## src/rgbh_pkg.sv

```systemverilog
// shared constants, command codes and control types for the rgb histogram overlay
package rgbh_pkg;

  // default configuration
  localparam int BINS_DEF       = 256;
  localparam int COUNT_BITS_DEF = 20;
  localparam int FRAC_BITS_DEF  = 12;

  // fixed field widths
  localparam int SAMPLE_W   = 16;
  localparam int PEAK_OUT_W = 20;

  // item commands
  typedef enum logic [1:0] {
    CMD_CLEAR = 2'd0,
    CMD_ADD   = 2'd1,
    CMD_QUERY = 2'd2
  } rgbh_cmd_t;

  // sequencer states
  typedef enum logic [1:0] {
    ST_IDLE,
    ST_CLEAR,
    ST_ADD,
    ST_QUERY
  } rgbh_state_t;

  // control from the sequencer to the datapath
  typedef struct packed {
    logic busy;
    logic clearing;
    logic add_wb;
    logic query_out;
  } rgbh_ctl_t;

endpackage

```

## src/rgbh_ctrl.sv

```systemverilog
// sequencer: clear sweep, add read-modify-write and query read timing
module rgbh_ctrl #(
  parameter int BINS = rgbh_pkg::BINS_DEF
) (
  input  logic                    clk,
  input  logic                    rst,
  input  logic                    start,
  input  logic [1:0]              command,
  output logic [$clog2(BINS)-1:0] clr_addr,
  output rgbh_pkg::rgbh_ctl_t     ctl
);

  localparam int AW = $clog2(BINS);

  rgbh_pkg::rgbh_state_t state, state_next;
  logic clr_last;

  assign clr_last = (clr_addr == AW'(BINS - 1));

  // state register, reset starts a clearing sweep
  always_ff @(posedge clk) begin
    if (rst) begin
      state <= rgbh_pkg::ST_CLEAR;
    end else begin
      state <= state_next;
    end
  end

  // sweep address
  always_ff @(posedge clk) begin
    if (rst) begin
      clr_addr <= '0;
    end else if (state == rgbh_pkg::ST_CLEAR) begin
      clr_addr <= clr_addr + 1'b1;
    end else begin
      clr_addr <= '0;
    end
  end

  // next state and control outputs
  always_comb begin
    state_next    = state;
    ctl.busy      = 1'b1;
    ctl.clearing  = 1'b0;
    ctl.add_wb    = 1'b0;
    ctl.query_out = 1'b0;
    unique case (state)
      rgbh_pkg::ST_IDLE: begin
        ctl.busy = 1'b0;
        if (start) begin
          unique case (command)
            rgbh_pkg::CMD_CLEAR: state_next = rgbh_pkg::ST_CLEAR;
            rgbh_pkg::CMD_ADD:   state_next = rgbh_pkg::ST_ADD;
            rgbh_pkg::CMD_QUERY: state_next = rgbh_pkg::ST_QUERY;
            default:             state_next = rgbh_pkg::ST_IDLE;
          endcase
        end
      end
      rgbh_pkg::ST_CLEAR: begin
        ctl.clearing = 1'b1;
        if (clr_last) begin
          state_next = rgbh_pkg::ST_IDLE;
        end
      end
      rgbh_pkg::ST_ADD: begin
        ctl.add_wb = 1'b1;
        state_next = rgbh_pkg::ST_IDLE;
      end
      rgbh_pkg::ST_QUERY: begin
        ctl.query_out = 1'b1;
        state_next    = rgbh_pkg::ST_IDLE;
      end
      default: begin
        state_next = rgbh_pkg::ST_IDLE;
      end
    endcase
  end

endmodule

```

## config.mk

```make
export PLATFORM = sky130hd
export DESIGN_NAME = rgbh_ctrl
export DESIGN_NICKNAME = d
export VERILOG_FILES = /design/src/rgbh_pkg.sv /design/src/rgbh_ctrl.sv
export SDC_FILE = /design/constraint.sdc
export NUM_CORES = 1
export LEC_CHECK = 0
export BUFFER_PORTS_ARGS = -buffer_cell sky130_fd_sc_hd__buf_4
export CAP_MARGIN = 20
export CORE_AREA = 3 3 40 42
export CTS_CLUSTER_DIAMETER = 40
export CTS_CLUSTER_SIZE = 12
export DETAILED_ROUTE_END_ITERATION = 10
export DIE_AREA = 0 0 43 45
export SETUP_SLACK_MARGIN = 0.3
export SLEW_MARGIN = 10
export SYNTH_ARGS = -nofsm -noshare
export SYNTH_HDL_FRONTEND = slang
export SYNTH_SLANG_ARGS = --single-unit
```

## constraint.sdc

```tcl
create_clock -name clk -period 3.7 [get_ports clk]
set_input_delay 0.185 -clock clk [delete_from_list [all_inputs] [get_ports clk]]
set_output_delay 0.185 -clock clk [all_outputs]
set_load 0.01 [all_outputs]
```

## Word-level counts from Yosys, hierarchy flattened

Cells that the tools add are included.

- Bits in registers: 10
- Input bits: 5
- Output and inout port bits: 12

- Add/sub/neg operators: 1
- Equal/unequal tests: 8
- Multiplexer cells: 8
- Bitwise operators: 1
- Reductions and logical operators: 5

Operators by type and width:

| kind | number |
|---|---|
| 2-bit case mux with 3 select lines | 2 |
| 8-bit by 1-bit adder with 8-bit output (second input constant) | 1 |
| 8-bit equality test (second input constant) | 1 |
| 2-bit equality test (second input constant) | 3 |
| 2-bit by 1-bit equality test with 1-bit output (second input constant) | 2 |
| 2-bit logical NOT | 2 |
| 1-bit two-way mux | 4 |
| 2-bit two-way mux | 2 |
| 2-bit != test (second input constant) | 2 |
| 2-bit OR reduction | 2 |
| 2-bit AND reduction | 1 |
| 1-bit NOT | 1 |

## Logic depth before layout (Yosys ltp)

Gate-level depths: netlist (run 1).

- Depth after elaboration: 4
- Mapped depth: 4
- Gate-level depth less buffers: 4

## Least setup slack after synthesis (run 1)

OpenSTA, ideal clock, no wires.

- Path kind: register -> register
- Start point: reg state[0]
- End point: reg clr_addr[7]
- Library setup time: 59 ps
- Data arrival time: 1376 ps
- Data required time: 3641 ps
- Path slack: 2265 ps
- Cell stages (with the launch flop): 5
- Period minus slack after synthesis: 1435 ps
- Cells stage by stage: dfxtp_1 > or3b_1 > buf_2 > or4_1 > nand2_1

- Longest elaborated chain between the ends: 3

RTL lines:

| what | RTL line | source |
|---|---|---|
| start, declared | rgbh_ctrl.sv:15 | `rgbh_pkg::rgbh_state_t state, state_next;` |
| start signal, assigned | rgbh_ctrl.sv:23 | `state <= rgbh_pkg::ST_CLEAR;` |
| start signal, assigned | rgbh_ctrl.sv:25 | `state <= state_next;` |
| 2-bit by 1-bit equality test with 1-bit output | rgbh_ctrl.sv:33 | `end else if (state == rgbh_pkg::ST_CLEAR) begin` |
| 1-bit NOT (no source line) | - |  |
| 2-bit OR reduction (no source line) | - |  |
| end signal, assigned | rgbh_ctrl.sv:34 | `clr_addr <= clr_addr + 1'b1;` |
| end, declared | rgbh_ctrl.sv:9 | `output logic [$clog2(BINS)-1:0] clr_addr,` |

No other way between the ends.
A chain may end at the register's enable or synchronous reset.

## Worst setup path in the final report (run 1)

Same ends and word-level chain as after synthesis.

==> results of run 1 <==
worst min path at each step:
stage / depth (start not counted) / endpoint / from / slack (ns)
after floorplan: 1 / state[0] / rst / 0.29
after global placement: 2 / state[0] / rst / 0.40
after detailed placement: 2 / state[0] / rst / 0.41
after CTS: 2 / state[0] / rst / 0.12
after global routing: 2 / state[0] / rst / 0.13
final: 2 / state[0] / rst / 0.13
layer usage:
metal,vias to the layer above,part of all wire (%),track usage (%)
met5,-,0,0
met4,0,1.2,5.42
met3,2,7.3,4.78
met2,11,44,13.8
met1,183,48,11.9
li1,217,-,-
power groups by stage:
stage	combinational (mW)	sequential, mW	clock, mW
floorplan	0.00703	0.117	0
global placement	0.0173	0.117	0
detailed placement	0.0172	0.116	0
CTS	0.0174	0.114	0.103
global route	0.0190	0.115	0.106
finish	0.0173	0.114	0.0995
registers in the layout, summed over array words and instances, names as in the netlist:
register  count
state         2
clr_addr      8
per-stage QoR:
step	area, sq um	hold WS, ns
final	633	0.130
after floorplan	463	0.291
after global routing	633	0.127
after global placement	597	0.402
after detailed placement	597	0.406
after CTS	633	0.123
Yosys cell counts:
| library cell | instances |
|---|---|
| xnor2_1 | 1 |
| a21oi_1 | 2 |
| nor2b_1 | 1 |
| o211ai_1 | 2 |
| or3b_1 | 1 |
| nor2_1 | 5 |
| inv_1 | 4 |
| and2_1 | 2 |
| o21ai_1 | 1 |
| and2b_1 | 1 |
| nor3b_1 | 1 |
| and4b_1 | 1 |
| nand4_1 | 2 |
| nand3_1 | 4 |
| xor2_1 | 2 |
| buf_2 | 1 |
| nand2_1 | 2 |
| or4_1 | 1 |
| dfxtp_1 | 10 |
| o21ai_0 | 2 |
| nand3b_1 | 1 |
| or3_1 | 2 |
| ha_1 | 3 |
area by class of cell:
class	count	area, sq um	area share (%)
clock buffer	4	36.3	5.73
inverter	4	15.0	2.37
multi-input combinational	37	243	38.3
sequential	10	200	31.6
tap	15	18.8	2.96
timing repair buffer	16	120	19.0
kinds of logic (layout without fill, tap and decap cells):
logic type	after synthesis	count (layout)
buf+inv	5	24
xor+xnor	3	3
compound gates	7	7
fa+ha+maj	3	3
simple gates	24	24
flops	10	10
worst max-delay path, cell delays in order (launching register included):
cell	delay (ns)
dfxtp_1	0.38
or3b_1	0.48
or4_1	0.54
nand2_1	0.08
==> impl_results.md, run 1 <==
- Critical path class: reg2reg
- # DRC: 0
- Post-CTS sizing: 0
- Largest cells by area after synthesis: dfxtp_1 43%, ha_1 8.1%, nand3_1 4.3%
- IO Port Bufs: 16
- Combinational Power Share: about 7.5%
- Compound-Gate Fraction of Synth Area: under 10%
- Post-CTS Setup Bufs: 0
- Cts hold-fix bufs: 0
- Mux cell area share after synthesis: 0%
- Vias in the first global route: 309
- Rows: 13
- Leak: around 0.28 nW
- I/O pin count: 17
- Syn nets: 60
- Fill cells: around 120
- Leading area contributor after synthesis: dfxtp_1
- Number of iterations in the first detailed-routing pass: 3
- Worst Reg-to-Reg Cells: 3
- Via density: 4.80
- DR vias: a little over 400
- Fin Setup TNS: 0 ns
- Final setup violation count: 0
- DP Wirelength: between 600 and 700 um
- Library cells used by synthesis: 23
- Average cell area after synthesis: slightly below 9 sq um
- CP endpoint: clr_addr[7]
- Final worst slack: roughly 2.2 ns
- Post-place setup slack: between 2 and 2.5 ns
- Worst setup SP type: register
- Unrepaired setup endpoints after global routing: no
- Setup Skew: approximately 0.0075 ns
- FMAX: between 600 and 700 MHz
- Layout cell share with drive strength beyond 1: between 20% and 30%
- CTS tree: built
- CP arrival: approximately 1.7 ns
- Antenna diode count: 0
- P per Cell Area: roughly 360 nW/um^2
- Peak supply drop: approximately 0.16 mV
- Reg-to-reg critical path startpoint: state[0]
- Clock latency on the worst-skew pair: approximately 0.27 ns
- Overflow after GRT: 0
- Most common cell after layout, fill and taps aside: buf_4
- Largest family of logic cells by synthesized area: simple AND/OR/NAND/NOR gates
- Synth Area in Simple Gates: 30.0%
- Largest net degree at the start of global routing: 8
- First-pass GRT wire length: ~1.3 mm
- Seq pwr share: between 40% and 50%
- Ys Warns: 0
- Post-synthesis xor/xnor area fraction: roughly 5.7%
- Pins over their slew limit: 0
- Tightest Pin Transition: 0.275 ns
- Worst flop-to-flop path endpoint: clr_addr[7]
- Mapped Area: between 400 and 500 sq um
- Placer Congestion: 0.723
- Clk pin slew, worst setup/hold paths: 0.07 ns
- Most frequent cells in the layout: 16 x buf_4, 10 x dfxtp_1, 5 x nor2_1
- Flop2flop setup slack: around 2.2 ns
- Syn Inst Count: 52
- Die X: between 40 and 50 um
- Switching Share: roughly 22%
- Share of the synthesized area in the top cell type: between 40% and 50%
- Core Util, Final: between 40% and 50%
- Tot Pwr: 231 uW
- FF+latch count, synth: 10
- Initial antenna violation count: 0
- Crit. End Element: register
- Crit path max fanout: 7
- Pint: between 150 and 200 uW
- Gr usage total: under 10%
- DIE AREA: ~1900 sq um
- Tcrit/Tclk final: 41.3%
- Final #Nets: 80
- Dpl cells: roughly 80
- Initial Util: between 30% and 40%
- Adder-Cell Fraction of Synth Area: between 8 and 9%
- Status: completed
- Die height: around 45 um
- # clock sinks: 10
- # H-tree levels: 1
- Initial drt markers: 6
- CTS max path bufs: 2
- Maxcap violations: 0
- P_sw: between 50 and 60 uW
- Critical Path Source: state[0]
- WP data required: 3.92 ns
- Final hold violation count: 0
- Slew margin rel.: between 80% and 90%
- Post-Layout Cell Count: between 80 and 90
- Antenna-violating nets left: 0
- Clock root buffer master: clkbuf_4
- Per-cell routed wire length: roughly 11 um
- Post-Route WL: ~910 um
- Final min period: around 1.5 ns
- Synth-to-layout area growth: 36.8%
- Worst hold path class: in2reg
- Clock share of power: 43.1%
- Sequential share of the synthesized area: between 40% and 50%
- CTS Buf Count: 3
- CORE AREA: ~1300 sq um
No activity file was read; power rests on OpenSTA's default activity.
==> inputs of run 2 (changes only) <==
--- a/config.mk
+++ b/config.mk
@@ -5,6 +5,7 @@
 export SDC_FILE = /design/constraint.sdc
 export NUM_CORES = 1
 export LEC_CHECK = 0
+export ABC_AREA = 1
 export BUFFER_PORTS_ARGS = -buffer_cell sky130_fd_sc_hd__buf_4
 export CAP_MARGIN = 20
 export CORE_AREA = 3 3 40 42
==> constraint.sdc (replaced) <==
create_clock -name clk -period 1.3 [get_ports clk]
set_input_delay 0.065 -clock clk [delete_from_list [all_inputs] [get_ports clk]]
set_output_delay 0.065 -clock clk [all_outputs]
set_load 0.01 [all_outputs]
==> run 2 against run 1 <==
- die area did not move
- first-iteration DRC count fell by 67%
- non-clock buffer count increased by 2
- sequential power grew to 2.8 times the previous value
- sequential cell count stayed put
- routed wire length grew 14%
- critical endpoint is now ctl[2]
==> impl_results.md, run 2 <==
- Status: completed
- Initial drt markers: 2
- CP endpoint: ctl[2]
- Antenna diode count: 0
- Crit path max fanout: 3
- Slew margin rel.: between 80% and 90%
- FF+latch count, synth: 10
- Critical Path Source: state[1]
- Largest regs: clr_addr x8, state x2
- # H-tree levels: 1
- Setup Skew: 0.00207 ns
- Share of the synthesized area in the top cell type: 40.5%
- Pins over their slew limit: 0
- CORE AREA: about 1300 sq um
- Final setup violation count: 0
- Leading area contributor after synthesis: dfxtp_1
- Placer Congestion: 0.698
- Syn Inst Count: 71
- Reg-to-reg critical path startpoint: clr_addr[0]
- Per-cell routed wire length: between 9 and 10 um
- CTS max path bufs: 2
- Unrepaired setup endpoints after global routing: yes
- Most frequent cell after synthesis: nand2_1
- Peak supply drop: 0.486 mV
- Largest net degree at the start of global routing: 7
- Number of iterations in the first detailed-routing pass: 2
- Final hold violation count: 0
- Clock root buffer master: clkbuf_4
- Fin Setup TNS: 0 ns
- Antenna-violating nets left: 0
- Leak: 0.363 nW
- Final worst slack: between 0.3 and 0.4 ns
- Number of synthesized flops with an enable pin: 0
- Dpl cells: between 100 and 150
- Initial Util: about two fifths
- Synth Flop Type: dfxtp_1
- Tcrit/Tclk final: approximately 74%
- Layout cell share with drive strength beyond 1: between 40 and 50%
- Critical path class: reg2out
- DR vias: between 400 and 500
- Gr usage total: between 10% and 20%
- Most frequent cells in the layout: 16 x buf_4, 13 x nand2_1, 13 x nor2_1
- CP arrival: about 0.9 ns
- First-pass GRT wire length: ~1.7 mm
- Max FFs per register: 8
- Rows: 13
- Ys Warns: 0
- Worst setup SP type: register
- IO Port Bufs: 16
- CTS tree: built
- Final #Nets: 102
- Overflow after GRT: 0
- CTS Buf Count: 3
- Die height: around 45 um
- Crit. End Element: output port
- Worst Reg-to-Reg Cells: 6
- Via density: 4.51
- Post-Route WL: between 1 and 1.5 mm
- Worst flop-to-flop path endpoint: state[0]
- Initial antenna violation count: 0
- Clk pin slew, worst setup/hold paths: 0.07 ns
- Post-synth ARST share: 0%
- Synth-to-layout area growth: 51.1%
- Syn nets: 79
- Top reg by flops: clr_addr
- Post-place setup slack: 0.276 ns
- Largest cells by area after synthesis: dfxtp_1 41%, nand2_1 12%, nor2_1 11%
- DP Wirelength: roughly 750 um
- Sequential share of the synthesized area: around two fifths
- FMAX: 1030 MHz
- Most common cell after layout, fill and taps aside: buf_4
- Library cells used by synthesis: 15
- # DRC: 0
- Flop2flop setup slack: ~0.36 ns
- Average cell area after synthesis: between 6 and 7 sq um
- Vias in the first global route: between 400 and 500
- Post-Layout Cell Count: roughly 110
- I/O pin count: 17
- Clock latency on the worst-skew pair: ~0.26 ns
- WP data required: roughly 1.2 ns
- Final min period: 0.968 ns
- # clock sinks: 10
- Worst hold path class: in2reg
- Maxcap violations: 0
- Die X: ~43 um
- Mapped Area: between 400 and 500 sq um
- P per Cell Area: slightly above 800 nW/um^2
- Tot Pwr: 618 uW
- Most frequent cells after synthesis: 16 x nand2_1, 14 x nor2_1, 13 x inv_1
- Tightest Pin Transition: between 0.15 and 0.2 ns
- DIE AREA: 1940 sq um
run 2: changes by cell type after synthesis, moves of 2 or more:
cell / delta
o211ai_1: -2
nand4_1: -2
and2_1: -2
nand2_1: +14
inv_1: +9
xor2_1: -2
or3_1: -2
nor2_1: +9
run 2: worst max-delay path, stage by stage, from the launching register on:
cell	delay, ns
dfxtp_4	0.38
inv_4	0.04
nand2_4	0.08
inv_4	0.04
buf_6	0.11
run 2: cell type report:
cell class | count | area [sq um]
Timing Repair Buffer | 18 | 143
Tap cell | 15 | 18.8
Multi-Input combinational cell | 47 | 284
Inverter | 14 | 57.6
Clock buffer | 4 | 26.3
Fill cell | 125 | 538
Sequential cell | 10 | 218
run 2: repair_timing:
item / CTS / global route
hold endpoints to repair: 0 / 0
pin swaps: 1 / 4
setup endpoints to repair: 4 / 8
setup buffers: 0 / 2
resized for setup: 7 / 16
hold buffers: 0 / 0
run 2: routing by layer:
metal	GRT usage, %	part of all wire, %
met5	0	0
met4	9.04	1.9
met3	4.38	5.9
met2	21.6	49
met1	11.7	43
run 2: kinds of logic after synthesis:
kind of cell / count (synthesis) / share of synthesized area [%]
simple gates: 38 / 33.7
buf+inv: 14 / 10.6
flops: 10 / 40.5
compound gates: 6 / 7.59
fa+ha+maj: 3 / 7.60
run 2: report_power, final:
part	leakage, nW	switching (mW)	internal, mW
logic	0.264	0.0329	0.0384
clock network	0.0150	0.105	0.119
registers	0.0840	0.0117	0.311
run 2: worst min path at each step:
stage | cells past startpoint | start | end | slack (ns)
detailed placement | 3 | start | state[1] | 0.34
global placement | 3 | start | state[1] | 0.33
finish | 3 | start | state[1] | 0.05
floorplan | 2 | start | state[1] | 0.20
CTS | 3 | start | state[1] | 0.05
global route | 3 | start | state[1] | 0.06
run 2: metrics by stage:
stage | utilization, % | cell area, sq um | hold slack [ns]
CTS | 54.0 | 694 | 0.0460
global placement | 49.9 | 641 | 0.326
detailed placement | 49.9 | 641 | 0.337
global route | 58.1 | 747 | 0.0573
finish | 58.1 | 747 | 0.0514
floorplan | - | 502 | 0.203
