$ cat src/rgbh_pkg.sv
// shared constants, command codes and control types for the rgb histogram overlay
package rgbh_pkg;

  // default configuration
  localparam int BINS_DEF       = 256;
  localparam int COUNT_BITS_DEF = 20;
  localparam int FRAC_BITS_DEF  = 12;

  // fixed field widths
  localparam int SAMPLE_W   = 16;
  localparam int PEAK_OUT_W = 20;

  // item commands
  typedef enum logic [1:0] {
    CMD_CLEAR = 2'd0,
    CMD_ADD   = 2'd1,
    CMD_QUERY = 2'd2
  } rgbh_cmd_t;

  // sequencer states
  typedef enum logic [1:0] {
    ST_IDLE,
    ST_CLEAR,
    ST_ADD,
    ST_QUERY
  } rgbh_state_t;

  // control from the sequencer to the datapath
  typedef struct packed {
    logic busy;
    logic clearing;
    logic add_wb;
    logic query_out;
  } rgbh_ctl_t;

endpackage

$ cat src/rgbh_bin.sv
// maps a signed fixed-point value to a clamped bin index, floor(value * bins)
module rgbh_bin #(
  parameter int BINS      = rgbh_pkg::BINS_DEF,
  parameter int FRAC_BITS = rgbh_pkg::FRAC_BITS_DEF
) (
  input  logic signed [rgbh_pkg::SAMPLE_W-1:0] value,
  output logic        [$clog2(BINS)-1:0]       bin
);

  localparam int AW = $clog2(BINS);
  localparam int PW = rgbh_pkg::SAMPLE_W + $clog2(BINS) + 2;

  logic signed [PW-1:0] prod;
  logic signed [PW-1:0] scaled;

  // exact product and floor toward minus infinity
  assign prod   = PW'(value) * PW'(BINS);
  assign scaled = prod >>> FRAC_BITS;

  // clamp to the bin range
  always_comb begin
    priority if (prod < 0) begin
      bin = '0;
    end else if (scaled > PW'(BINS - 1)) begin
      bin = AW'(BINS - 1);
    end else begin
      bin = scaled[AW-1:0];
    end
  end

endmodule

$ cat config.mk
export PLATFORM = sky130hd
export DESIGN_NAME = rgbh_bin
export DESIGN_NICKNAME = d
export VERILOG_FILES = /design/src/rgbh_pkg.sv /design/src/rgbh_bin.sv
export SDC_FILE = /design/constraint.sdc
export NUM_CORES = 1
export LEC_CHECK = 0
export BUFFER_PORTS_ARGS = -buffer_cell sky130_fd_sc_hd__buf_4
export CAP_MARGIN = 5
export CORE_AREA = 2 2 39 41
export DETAILED_ROUTE_END_ITERATION = 10
export DIE_AREA = 0 0 41 43
export GPL_TIMING_DRIVEN = 1
export PLACE_DENSITY_LB_ADDON = 0.2
export SLEW_MARGIN = 25
export SYNTH_ARGS = -nofsm -noshare
export SYNTH_HDL_FRONTEND = slang
export SYNTH_SLANG_ARGS = --single-unit
$ cat constraint.sdc
create_clock -name vclk -period 0.8
set_input_delay 0.16 -clock vclk [all_inputs]
set_output_delay 0.16 -clock vclk [all_outputs]
set_load 0.02 [all_outputs]
==> Word-level counts from Yosys, hierarchy flattened <==
Cells that the tools add are included.
{ "totals": {"ff_bits": 0, "in_bits": 16, "output_inout_bits": 8} }
{ "op_classes": {"magnitude_cmp": 2, "muxes": 2} }
{ "ops": {"columns": ["operator", "count"], "rows": [
  ["24-bit by 1-bit less-than comparator with 1-bit output (second input constant)", 1],
  ["8-bit two-way mux", 2],
  ["12-bit by 9-bit > comparator with 1-bit output (second input constant)", 1]
]} }

==> Longest topological paths before layout <==
Gate-level depths: netlist of the first run.
{ "logic_depth": {"depth_word": 3, "depth_mapped": 3, "ltp_nobuf": 2} }

==> Worst setup path after synthesis of the first run <==
Ideal clock, no wire load.
{ "synth_timing": {"path_kind": "input-to-output", "from": "input value[14] (netlist name)", "to": "output bin[0]", "arrival_ps": 687, "required_ps": 640, "setup_slack_ps": -47, "stages": 3, "cell_sequence": "buf_4 nor2_1 a21oi_1"} }
{ "synth_between": {"elab_chain_len": 3} }
{ "synth_rtl": {"columns": ["element", "line_no", "text"], "rows": [
  ["start: declaration", "rgbh_bin.sv:6", "input logic signed [rgbh_pkg::SAMPLE_W-1:0] value,"],
  ["12-bit by 9-bit > comparator with 1-bit output", "rgbh_bin.sv:24", "end else if (scaled > PW'(BINS - 1)) begin"],
  ["8-bit two-way mux", "rgbh_bin.sv:24", null],
  ["8-bit two-way mux (*)", "rgbh_bin.sv:22", "priority if (prod < 0) begin"],
  ["end: declaration", "rgbh_bin.sv:7", "output logic [$clog2(BINS)-1:0] bin"]
]} }
Mark *: on every way between the ends. The rest lies on a longest branch, timed or not.

==> Worst setup path after layout of the first run <==
{ "layout_timing": {"from": "input value[12] (netlist name)", "to": "output bin[3]"} }
The elaborated chain is that of the path after synthesis.

==> run metrics, run 1 <==
outcome=complete, but fails checks; failing checks=negative setup slack; Final GP Congestion=0.528; final worst-path cycle share=107%; vias in the first global route=approximately 190; Ys Warns=0; Critical Path Max Stage Delay=150 ps; Seq cells=0; cells after synthesis=19; CP delay by family, top=buffers and inverters; DP Worst Slack=-129 ps; # fillers=171; crit-path cells=buf_6 -> nor2_4 -> buf_6 -> a21oi_2 -> buf_4; antenna violations before repair=0; Syn Area/Cell=slightly below 5 um2; Int Pwr=around 110 uW; Cell variety after synth=5; per-cell routed wire length=9.22 um; Initial Utilization=6.69%; first-pass iteration count of the detailed router=1; Final Max Tran Viols=0; clock power share=0%; Critical Path RT=~640 ps; die width=41 um; post-synthesis net count=35; RSZ-0062 raised after global routing=true; final cell count without fillers=55; Placed Instances=53; DIE AREA=1760 um2; most frequent cells in the layout=buf_4 (14), nor2_1 (8), a21oi_2 (8), buf_6 (8), nor2_4 (1); largest net degree at the start of global routing=9; Synth area leader=a21oi_1; max-cap violations=0; Sw Ratio=between 40% and 50%; Final Power=about 200 uW; ANT cells=0; sequential power share=0%; TNS Setup=-336 ps; global-route wire length before repair=~790 um; element type at the critical path end=output port; Register Area=0 um2; max frequency=roughly 1200 MHz; leak pwr=0.149 nW; setup ws final=-53.6 ps; layout cell share with drive strength beyond 1=79.5%; drt drc=0; Worst Hold Launch=value[15]; crit path from=value[12]; crit path launch type=input pin; Ports=24; slew at the pin closest to its max-slew limit=140 ps; Core Util, Final=23.6%; highest-delay cell along the critical path=buf_4; WHS Endpoint=bin[4]; # rows=14; Vias/cell=approximately 3.8; Crit Path Category=input pin to output port; switching power=94.4 uW; sequential share of the synthesized area=0%; CLK BUF=0; Comb pwr share=100.0%; Final Hold Violating Endpoints=0; CP most frequent cell=buf_6; DR vias=211; Worst Path Buf+Inv=3; layout net count=57; Worst Hold Margin=659 ps; placed inst area=255 um2; All-Layer GR Usage=5.99%; Slew HR=90.7%; post-synth top area share=43.2%; global route overflow=0; CP Max Fanout=4; Layout area overhead=253%; Detail Route Antenna Nets=0; Tmin final=854 ps; most common cell after layout, fill and taps aside=buf_4; Setup-failing EPs final=8; IO Port Bufs=20; DRT Wirelength=507 um; Die Y=around 43 um; Worst VDD drop=120 uV; Power Dens Cells=614 nW/um2; Core Area=1380 um2; WP data arrival=between 600 and 700 ps; final instance area=327 um2; Worst Hold Depth=3; initial DRC count=0; Synth Cell Area=92.6 um2; synth top area cells=a21oi_1 (43%), nor2_1 (32%), nor2_4 (12%), buf_4 (8.1%), buf_1 (4.1%); worst hold-check path type=input pin to output port
-- cells in the mapped netlist --
| library cell | n |
|---|---|
| a21oi_1 | 8 |
| nor2_1 | 8 |
| buf_1 | 1 |
| buf_4 | 1 |
| nor2_4 | 1 |
-- repair_timing --
action	in CTS	in global routing
setup buffers	2	0
hold buffers	0	0
pin swaps	2	1
resized for setup	11	4
setup endpoints to repair	8	8
-- worst min-delay path, delay by kind of cell --
| kind | cells | cell delay, ps |
|---|---|---|
| AO/OA/AOI/OAI | 1 | 50 |
| buffers and inverters | 2 | 290 |
-- worst max-delay path by stage --
stage / cells past startpoint / slack, ps / end
finish: 5 / -50 / bin[3]
global route: 5 / -90 / bin[3]
CTS: 5 / -70 / bin[5]
detailed placement: 4 / -130 / bin[5]
global placement: 4 / -120 / bin[3]
floorplan: 3 / -50 / bin[1]
-- layout make-up --
class / instances / area [um2] / area share [%]
tap: 16 / 20.0 / 6.13
multi-input combinational: 17 / 111 / 34.1
timing repair buffer: 22 / 195 / 59.8
-- logic make-up (layout without fill, tap and decap cells) --
family	Yosys count	after routing	share of synthesized area [%]
AOI/OAI and AO/OA	8	8	43.2
buffers and inverters	2	22	12.2
and+or+nand+nor	9	9	44.6
-- power groups by stage --
stage / combinational (mW) / sequential (mW) / clock (mW)
finish: 0.201 / 0 / 0
global route: 0.216 / 0 / 0
CTS: 0.194 / 0 / 0
detailed placement: 0.164 / 0 / 0
global placement: 0.163 / 0 / 0
floorplan: 0.0747 / 0 / 0
-- routing by layer --
layer | up-vias | part of all wire (%) | global-route usage [%] | routed length (um)
met4 | 0 | 0 | 0 | 0
met2 | 12 | 47 | 9.69 | 240
met1 | 96 | 41 | 8.86 | 208
met3 | 0 | 11 | 0.524 | 58
li1 | 103 | - | - | -
met5 | - | 0 | 0 | 0
No activity file was read; power rests on OpenSTA's default activity.
==> run 2, diff against run 1 <==
==> constraint.sdc (replaced) <==
create_clock -name vclk -period 1
set_input_delay 0.2 -clock vclk [all_inputs]
set_output_delay 0.2 -clock vclk [all_outputs]
set_load 0.02 [all_outputs]
==> run 2 against run 1 <==
Largest cell class unchanged. Highest routed layer unchanged. Setup slack better by 91 ps. Global-route usage down 1.2 points. Final cell count down 3.6%. Via count down 15%. Largest power group unchanged. Worst hold slack better by 65 ps. The flow now finishes without violations.
==> run metrics, run 2 (same netlist as run 1, synthesis figures left out) <==
highest-delay cell along the critical path=nor2_4 (was buf_4); Worst Hold Launch=value[15] (unchanged); Placed Instances=53 (unchanged); Crit Path Category=input pin to output port (unchanged); RSZ-0062 raised after global routing=true (unchanged); leak pwr=0.128 nW (was 0.149 nW); drt drc=0 (unchanged); element type at the critical path end=output port (unchanged); Final Hold Violating Endpoints=0 (unchanged); crit path launch type=input pin (unchanged); max frequency=between 1000 and 1500 MHz; most common cell after layout, fill and taps aside=buf_4 (unchanged); outcome=complete, no violations (was complete, but fails checks); IO Port Bufs=20 (unchanged); ANT cells=0 (unchanged); CP delay by family, top=buffers and inverters (unchanged); CP Max Fanout=8 (was 4); first-pass iteration count of the detailed router=3 (was 1); global route overflow=0 (unchanged); CLK BUF=0 (unchanged); Seq cells=0 (unchanged); most frequent cells in the layout=buf_4 (20), nor2_1 (8), a21oi_1 (8) (was buf_4 (14), nor2_1 (8), a21oi_2 (8), buf_6 (8), nor2_4 (1)); Final Max Tran Viols=0 (unchanged); Worst VDD drop=108 uV (was 120 uV); vias in the first global route=160 (was 192); antenna violations before repair=0 (unchanged); per-cell routed wire length=8.32 um (was 9.22 um); Worst Path Buf+Inv=2 (was 3); Layout area overhead=172% (was 253%); Tmin final=963 ps; crit-path cells=buf_4 -> nor2_4 -> a21oi_1 -> buf_4 (was buf_6 -> nor2_4 -> buf_6 -> a21oi_2 -> buf_4); WP data arrival=760 ps (was 690 ps); global-route wire length before repair=648 um (was 786 um); Core Area=1380 um2 (unchanged); DRT Wirelength=441 um (was 507 um); # rows=14 (unchanged); Critical Path RT=800 ps (was 640 ps); Setup-failing EPs final=0 (was 8); Final GP Congestion=0.527 (was 0.528); die width=41 um (unchanged); DIE AREA=1760 um2 (unchanged); max-cap violations=0 (unchanged); Critical Path Max Stage Delay=190 ps (was 150 ps); Worst Hold Depth=3 (unchanged); final worst-path cycle share=96.3%; Initial Utilization=6.69% (unchanged); Register Area=0 um2 (unchanged); Detail Route Antenna Nets=0 (unchanged); initial DRC count=7 (was 0); WHS Endpoint=bin[3] (was bin[4]); CP most frequent cell=buf_4 (was buf_6); Vias/cell=3.40 (was 3.84); worst hold-check path type=input pin to output port (unchanged); largest net degree at the start of global routing=9 (unchanged); Slew HR=87.3% (was 90.7%); slew at the pin closest to its max-slew limit=190 ps (was 140 ps); final cell count without fillers=53 (was 55); Die Y=43 um (unchanged); post-CTS setup buffer count=0 (was 2); All-Layer GR Usage=4.80% (was 5.99%); Power Dens Cells=499 nW/um2 (was 614 nW/um2); layout cell share with drive strength beyond 1=56.8% (was 79.5%); TNS Setup=0 ps (was -336 ps); DR vias=180 (was 211); Ports=24 (unchanged); layout net count=55 (was 57)
[run 2: cell count changes in the layout (fill, tap and decap cells not counted), sizes merged]
cell / change
buf: -2
[run 2: final cells by class]
class                           count  area [um2]
Fill cell                         168        1130
Timing Repair Buffer               20         150
Multi-Input combinational cell     17        81.3
Tap cell                           16        20.0
[run 2: worst max path at each step]
stage,startpoint,end,slack (ps),cells past startpoint
detailed placement,value[12],bin[6],30,4
floorplan,value[14],bin[0],70,3
CTS,value[12],bin[6],30,4
global placement,value[12],bin[6],20,4
global route,value[12],bin[1],-7,4
finish,value[12],bin[1],40,4
[run 2: what timing repair did]
action | in CTS | in global routing
resized for setup | 0 | 0
endpoints found under the hold margin | 0 | 0
setup endpoints to repair | 0 | 5
hold buffers | 0 | 0
[run 2: metrics by stage]
stage	worst slack, ps	power [mW]	cell area [um2]	hold slack [ps]	util (%)
floorplan	73.1	0.0581	92.6	620	-
global placement	24.5	0.129	251	728	18.2
detailed placement	27.5	0.128	251	726	18.2
CTS	27.5	0.128	251	729	18.2
global route	-6.53	0.135	251	747	18.2
finish	37.5	0.126	251	725	18.2
[run 2: layer usage]
metal	track usage (%)	routed length [um]	part of all wire [%]
met1	7.59	187	42
met2	7.50	201	46
met3	0	51	12
met4	0	0	0
met5	0	0	0
[run 2: power by group]
part	internal (mW)	switching [mW]
sequential	0	0
combinational	0.0642	0.0614
clock	0	0
total	0.0642	0.0614
==> run 3, diff against run 2 <==
--- a/config.mk
+++ b/config.mk
@@ -11,7 +11,6 @@
 export DETAILED_ROUTE_END_ITERATION = 10
 export DIE_AREA = 0 0 41 43
 export GPL_TIMING_DRIVEN = 1
-export PLACE_DENSITY_LB_ADDON = 0.2
 export SLEW_MARGIN = 25
 export SYNTH_ARGS = -nofsm -noshare
 export SYNTH_HDL_FRONTEND = slang
==> run 3 against run 2 <==
Cell area unchanged. Sequential cell count stayed put. Clock-buffer cell count stayed put. Combinational power about the same. Worst hold slack worse by 4.7 ps. Non-clock buffer count unchanged. Global-route usage fell by 1.7 points. Total power fell by 0.20%. Final cell count is the same. Die area did not move. Setup slack worse by 3.9 ps. Utilization stayed put. Critical endpoint is now bin[3].
==> run metrics, run 3 (same netlist as run 1, synthesis figures left out) <==
All-Layer GR Usage=3.10% (was 4.80%); CP most frequent cell=buf_4 (unchanged); Final Max Tran Viols=0 (unchanged); DRT Wirelength=389 um (was 441 um); Layout area overhead=172% (unchanged); most frequent cells in the layout=buf_4 (20), nor2_1 (8), a21oi_1 (8) (unchanged); Worst Hold Depth=3 (unchanged); DR vias=187 (was 180); Setup-failing EPs final=0 (unchanged); Register Area=0 um2 (unchanged); Slew HR=87.4% (was 87.3%); layout cell share with drive strength beyond 1=56.8% (unchanged); per-cell routed wire length=7.34 um (was 8.32 um); Worst Path Buf+Inv=2 (unchanged); Initial Utilization=6.69% (unchanged); Core Area=1380 um2 (unchanged); Post-DP HPWL=335 um; highest-delay cell along the critical path=nor2_4 (unchanged); ANT cells=0 (unchanged); metal3 WL=73 um (was 51 um); global route overflow=0 (unchanged); Crit Path Category=input pin to output port (unchanged); clock power share=0% (about the same); Seq cells=0 (unchanged); Critical Path RT=800 ps (about the same); max frequency=1030 MHz (was 1040 MHz); leak pwr=0.128 nW (unchanged); vias in the first global route=113 (was 160); RSZ-0062 raised after global routing=true (unchanged); first-pass iteration count of the detailed router=2 (was 3); crit-path cells=buf_4 -> nor2_4 -> a21oi_1 -> buf_4 (unchanged); outcome=complete, no violations (unchanged); die width=41 um (unchanged); Power Dens Cells=498 nW/um2 (was 499 nW/um2); WP data arrival=770 ps (was 760 ps); # fillers=153 (was 168); crit path launch type=input pin (unchanged); max-cap violations=0 (unchanged); Comb pwr share=100.0% (about the same); most common cell after layout, fill and taps aside=buf_4 (unchanged); switching power=61.1 uW (was 61.4 uW); final cell count without fillers=53 (unchanged); top layer in use=met3 (unchanged); final worst-path cycle share=96.6% (was 96.3%); Worst VDD drop=52.9 uV (was 108 uV); CP delay by family, top=buffers and inverters (unchanged); Vias/cell=3.53 (was 3.40); IO Port Bufs=20 (unchanged); WHS Endpoint=bin[4] (was bin[3]); Int Pwr=64.2 uW (about the same); Final Hold Violating Endpoints=0 (unchanged); DIE AREA=1760 um2 (unchanged); worst hold-check path type=input pin to output port (unchanged); initial DRC count=4 (was 7); CP Max Fanout=8 (unchanged); Detail Route Antenna Nets=0 (unchanged); CLK BUF=0 (unchanged); Sw Ratio=48.8% (was 48.9%); layout net count=55 (unchanged); Critical Path Max Stage Delay=180 ps (was 190 ps); slew at the pin closest to its max-slew limit=188 ps (was 190 ps); met1 WL=132 um (was 187 um); antenna violations before repair=0 (unchanged); # rows=14 (unchanged); largest net degree at the start of global routing=9 (unchanged); drt drc=0 (unchanged); quantity of gates resized following cts=0 (unchanged); Final GP Congestion=0.439 (was 0.527); Placed Instances=53 (unchanged); Tmin final=966 ps (was 963 ps); Final Power=125 uW (was 126 uW); sequential power share=0% (about the same); DR WL met2=183 um (was 201 um); element type at the critical path end=output port (unchanged); Worst Hold Launch=value[15] (unchanged); global-route wire length before repair=427 um (was 648 um); Ports=24 (unchanged); Die Y=43 um (unchanged)
-- run 3: metal layers --
layer,global-route usage (%),vias up
met2,6.88,13
met1,2.85,75
met5,0,-
li1,-,99
met3,0,0
met4,0,0
-- run 3: worst max path at each step --
stage	slack, ps	depth (start not counted)	end	from
6_report	30	4	bin[3]	value[12]
2_1_floorplan	70	3	bin[0]	value[14]
3_3_place_gp	40	4	bin[6]	value[12]
4_1_cts	30	4	bin[3]	value[12]
5_1_grt	-9	4	bin[1]	value[12]
3_5_place_dp	30	4	bin[3]	value[12]
-- run 3: timing repair --
action                                  in CTS  in global routing
endpoints found under the setup margin       0                  2
hold buffers                                 0                  0
hold endpoints to repair                     0                  0
buffers inserted                             0                  0
-- run 3: worst min-delay path, delay by kind of cell --
family          cells  cell delay [ps]
buf+inv             2              270
compound gates      1               50
-- run 3: final cells by class --
class / instances / area [um2] / area share (%)
Timing Repair Buffer: 20 / 150 / 59.7
Tap cell: 16 / 20.0 / 7.96
Multi-Input combinational cell: 17 / 81.3 / 32.3
-- run 3: per-stage QoR --
stage	worst slack [ps]	cell area [um2]	TNS (ps)	utilization, %	hold WS [ps]
global placement	39.2	251	0	18.2	720
global route	-9.21	251	-14.3	18.2	738
CTS	28.8	251	0	18.2	722
finish	33.6	251	0	18.2	720
detailed placement	28.3	251	0	18.2	722
floorplan	73.1	92.6	0	-	620
-- run 3: power groups by stage --
stage / Clock (mW) / Combinational (mW) / Sequential (mW)
5_1_grt: 0 / 0.135 / 0
6_report: 0 / 0.125 / 0
3_5_place_dp: 0 / 0.126 / 0
2_1_floorplan: 0 / 0.0581 / 0
3_3_place_gp: 0 / 0.125 / 0
4_1_cts: 0 / 0.127 / 0
